## config.mk

```make
export PLATFORM = sky130hd
export DESIGN_NAME = sbm_divider
export DESIGN_NICKNAME = d
export VERILOG_FILES = /design/src/rtl/sbm_pkg.sv /design/src/rtl/sbm_divider.sv
export SDC_FILE = /design/constraint.sdc
export NUM_CORES = 1
export LEC_CHECK = 0
export ABC_AREA = 1
export BUFFER_PORTS_ARGS = -buffer_cell sky130_fd_sc_hd__clkbuf_2
export CAP_MARGIN = 25
export CORE_ASPECT_RATIO = 2
export CORE_UTILIZATION = 45
export DETAILED_ROUTE_END_ITERATION = 6
export PLACE_DENSITY = 0.68
export SYNTH_ARGS = -nofsm -noshare
export SYNTH_HDL_FRONTEND = slang
export SYNTH_SLANG_ARGS = --single-unit
```

## constraint.sdc

```tcl
create_clock -name i_clk -period 1.85 [get_ports i_clk]
set_clock_uncertainty 0.05 [all_clocks]
set_input_delay 0.2775 -clock i_clk [delete_from_list [all_inputs] [get_ports i_clk]]
set_output_delay 0.2775 -clock i_clk [all_outputs]
set_load 0.02 [all_outputs]
```

## src/rtl/sbm_pkg.sv

```systemverilog
// Package for the swept bilinear minimum sampler.
// Holds default sizes, field widths, register indexes and shared types.
// Depends on nothing; every other file imports it.
`timescale 1ns / 1ps

package sbm_pkg;

    // Default sizes of the image store and of the sweep.
    localparam int DEF_MAX_WIDTH     = 256;
    localparam int DEF_MAX_HEIGHT    = 256;
    localparam int DEF_MAX_TRAVEL    = 255;
    localparam int DEF_FRACTION_BITS = 8;

    // Fixed field widths.
    localparam int VALUE_W    = 32;
    localparam int COORD_W    = 8;
    localparam int SIZE_W     = 9;
    localparam int DRAG_W     = 17;
    localparam int CFG_IDX_W  = 4;
    localparam int CFG_DATA_W = 17;

    // The largest Q16.16 value stands for infinity.
    localparam logic signed [VALUE_W-1:0] VALUE_INF = 32'sh7FFF_FFFF;

    // Configuration register indexes.
    typedef enum logic [CFG_IDX_W-1:0] {
        CFG_IMAGE_WIDTH  = 4'd0,
        CFG_IMAGE_HEIGHT = 4'd1,
        CFG_DRAG_X       = 4'd2,
        CFG_DRAG_Y       = 4'd3
    } t_cfg_idx;

    // Status of the sample pipeline seen by the sequencer.
    typedef struct packed {
        logic busy;
        logic valid;
    } t_pipe_stat;

endpackage

```

## src/rtl/sbm_divider.sv

```systemverilog
// Restoring divider that produces one quotient bit per cycle.
// Used to split a drag magnitude into whole and remainder steps per sample.
// Depends on sbm_pkg.
`timescale 1ns / 1ps

module sbm_divider import sbm_pkg::*; #(
    parameter int DW = DRAG_W,
    parameter int TW = 8
) (
    input  logic          i_clk,
    input  logic          i_rst_n,
    input  logic          i_start,
    input  logic [DW-1:0] i_dividend,
    input  logic [TW-1:0] i_divisor,
    output logic          o_done,
    output logic [DW-1:0] o_quot,
    output logic [TW-1:0] o_rem
);

    localparam int CW = $clog2(DW + 1);

    logic          r_busy;
    logic          r_done;
    logic [CW-1:0] r_cnt;
    logic [DW-1:0] r_num;
    logic [DW-1:0] r_quot;
    logic [TW-1:0] r_rem;
    logic [TW:0]   w_trial;
    logic          w_fits;

    // Shift the next dividend bit into the partial remainder and try a subtract.
    assign w_trial = {r_rem, r_num[DW-1]};
    assign w_fits  = (w_trial >= {1'b0, i_divisor});

    always_ff @(posedge i_clk) begin
        if (!i_rst_n) begin
            r_busy <= 1'b0;
            r_done <= 1'b0;
            r_cnt  <= '0;
        end else begin
            r_done <= 1'b0;
            if (i_start) begin
                r_busy <= 1'b1;
                r_cnt  <= CW'(DW);
            end else if (r_busy) begin
                r_cnt <= r_cnt - 1'b1;
                if (r_cnt == CW'(1)) begin
                    r_busy <= 1'b0;
                    r_done <= 1'b1;
                end
            end
        end
    end

    // Datapath registers carry no reset.
    always_ff @(posedge i_clk) begin
        if (i_start) begin
            r_num  <= i_dividend;
            r_rem  <= '0;
            r_quot <= '0;
        end else if (r_busy) begin
            r_num  <= {r_num[DW-2:0], 1'b0};
            r_quot <= {r_quot[DW-2:0], w_fits};
            r_rem  <= w_fits ? TW'(w_trial - {1'b0, i_divisor}) : TW'(w_trial);
        end
    end

    assign o_done = r_done;
    assign o_quot = r_quot;
    assign o_rem  = r_rem;

endmodule

```

==> flow_summary_export.csv <==
group,metric,value,unit
outcome,outcome,"finished clean",
sta,fmax,575,MHz
finish,final_nets,423,
yosys,synthesis.area_per_instance,7.88,um2
finish,fin_util,56.8,%
cts,cts_tree,"done",
finish,drive_gt1_share,28.3,%
grt,grt_pass1_wl,8660,um
sta,hold_viol_final,0,
grt,first_global_vias,2139,
worst_setup_path,crit_path_cell_trace,"ha_1 -> or2_2 -> nand3_1 -> nand2_1 -> nand2_1 -> nand2_1 -> inv_1 -> nand2_1 -> nand3_1 -> nand2_1",
power,power_leakage,0.00156,uW
worst_setup_path,critPathLaunchType,"register",
drt,vias_per_cell,4.98,
floorplanning,dieWidth,54.9,um
grt,grtUsageTotal,20.1,%
yosys,synth_area_leader_cell,"dfxtp_1",
grt,grt-ovfl-total,0,
finish,design_area,0.00308,mm2
cts,cts_buffer_depth,2,
worst_setup_path,r2r_slack,110,ps
place,dpl.hpwl,4350,um
yosys,synth_area,0.00251,mm2
sta,maxSlewViolCount,0,
sta,whs,185,ps
sta,fin_crit_sh,94.1,%
hold_path,hp-class,"input pin to register",
grt,grt_max_degree,20,
floorplanning,num_io_pins,54,
yosys,synth_cell_types,34,
place,place.port_buffers,53,
sta,slew_headroom,79.3,%
power,seqPwrFrac,52.8,%
worst_setup_path,crit_family,"simple AND/OR/NAND/NOR gates",
yosys,async_flop_share,0,%
floorplanning,start_util,46.4,%
cts,htree_levels,2,
drt,drtIter0Drc,47,
finish,n_antenna_cell,0,
cts,cts_hold_buf,0,
power,powerDensity,738,mW/mm2
worst_setup_path,r2r_end,"o_rem[7]",
yosys,yosysWarnings,0,
sta,worst_pin_slew,311,ps
yosys,synthFlopType,"dfxtp_1",
yosys,synth-edff-count,17,
floorplanning,row_count,38,
worst_setup_path,slowest_stage,"ha_1",
power,peakVddDrop,0.697,mV
power,p_clk_share,32.3,%
floorplanning,dieArea,0.00591,mm2
worst_setup_path,cp_common_cell,"nand2_1",
cts,cts_inserted_buffers,5,
yosys,synth_nets,358,
worst_setup_path,path_max_fanout,6,
worst_setup_path,cp_slowest_stage_delay,360,ps
finish,layout_commonest_cell,"nand2_1",
cts,clock_latency,300,ps
job,drv_cap,0,
sta,fin_setup_tns,0,ps
worst_setup_path,worstPathRequired,2000,ps
worst_setup_path,reg2regPathDepth,10,
power,swShare,25.3,%
finish,area_delta_synth_final,22.5,%
drt,vias,2216,
power,intPower,1700,uW
hold_path,hold_end,"r_cnt[4]",
yosys,synth_cells,319,
sta,setup_viol,0,
finish,final_cell_mix,"nand2_1, clkbuf_2, inv_1",
drt,drc,0,
hold_path,hp-start,"i_rst_n",
place,place_area,0.00290,mm2
drt,ant_nets,0,
power,comb_power_share,14.9,%
floorplanning,core,0.00542,mm2
worst_setup_path,worstReg2RegStart,"o_rem[1]",
power,switching_power,576,uW
grt,antenna_found_initial,0,
worst_setup_path,critPathKind,"register to register",
floorplanning,die_y,108,um
worst_setup_path,arrival,1890,ps
finish,fill_cells,545,
yosys,ys_seq_area_share,45.8,%
yosys,synth_seq_cells,49,
hold_path,whs_path_depth,2,
power,total_power,2270,uW
yosys,yosysTopAreaCellShare,25.5,%
drt,routed_wl,5540,um
worst_setup_path,crit_path_end_kind,"register",
worst_setup_path,crit_buf_inv,1,
yosys,synth_area_leaders,"dfxtp_1, edfxtp_1, nand2_1",
cts,cts.clk_slew.worst_paths,90,ps
cts,clockRootBuffer,"clkbuf_8",
place,place.gp.congestion,0.790,
drt,drtPass1Iterations,4,
cts,clock_sinks,49,
drt,post_drt_wl_per_cell,12.4,um
sta,fin_crit,1740,ps
==> area by class of cell <==
class                      count  area (um2)  area share, %
timing repair buffer          64         360           11.7
clock buffer                   7         108           3.49
sequential                    49        1150           37.4
tap                           60        75.1           2.44
multi-input combinational    211        1180           38.3
clock inverter                 1        7.51          0.244
inverter                      53         199           6.46
==> worst max path at each step <==
| stage | end | cells past startpoint | startpoint | slack [ps] |
|---|---|---|---|---|
| 3_3_place_gp | o_rem[4] | 11 | r_num[16] | -20 |
| 3_5_place_dp | o_rem[4] | 11 | r_num[16] | -40 |
| 6_report | o_rem[7] | 10 | o_rem[1] | 110 |
| 2_1_floorplan | o_rem[0] | 11 | o_rem[3] | 150 |
| 4_1_cts | o_rem[4] | 11 | r_num[16] | 30 |
| 5_1_grt | o_rem[7] | 10 | o_rem[1] | -8 |
==> per-stage QoR <==
stage / worst slack [ps] / instances
after floorplan: 154 / 319
after global placement: -20.1 / 435
after detailed placement: -38.8 / 435
after CTS: 26.2 / 443
after global routing: -8.44 / 445
final: 110 / 445
==> routing by layer <==
layer	global-route usage, %	vias to the layer above	part of all wire, %
met3	2.40	9	2.2
met5	0	-	0
met4	8.97	0	2.5
met1	17.3	1024	36
met2	40.4	41	59
li1	-	1142	-
==> timing repair <==
| action | CTS | global route |
|---|---|---|
| resized for setup | 2 | 11 |
| setup buffers | 0 | 2 |
| endpoints found under the setup margin | 1 | 8 |
| pin swaps | 0 | 3 |
==> synth_stat cells (5+ instances only) <==
master and n:
buf_2 5, dfxtp_1 32, edfxtp_1 17, ha_1 10
inv_1 47, inv_2 6, nand2_1 118, nand3_1 13
nand3_2 7, nor2_1 11, o22ai_1 15
==> worst reg2reg max path: stages, from the launching register on <==
cell	delay [ps]
dfxtp_1	330
ha_1	360
or2_2	320
nand3_1	170
nand2_1	80
nand2_1	60
nand2_1	50
inv_1	50
nand2_1	50
nand3_1	70
nand2_1	50
==> kinds of logic after synthesis <==
family	Yosys count	synth area share, %
adder cells (fa/ha/maj)	11	5.77
AO/OA/AOI/OAI	27	6.57
AND/OR/NAND/NOR	169	31.1
XOR/XNOR	4	1.39
flip-flops	49	45.8
buffers and inverters	59	9.35
==> sequential cells by signal (all words and copies together), names as in the netlist <==
| signal | count |
|---|---|
| r_num | 17 |
| o_rem | 8 |
| r_busy | 1 |
| o_quot | 17 |
| o_done | 1 |
| r_cnt | 5 |
==> power groups by stage <==
| stage | sequential, uW | clock (uW) | combinational (uW) |
|---|---|---|---|
| finish | 1200 | 733 | 339 |
| global route | 1210 | 795 | 381 |
| detailed placement | 1230 | 0 | 318 |
| global placement | 1220 | 0 | 313 |
| CTS | 1200 | 759 | 322 |
| floorplan | 1230 | 0 | 209 |
Note: power is estimated with default switching activity, not from simulation.
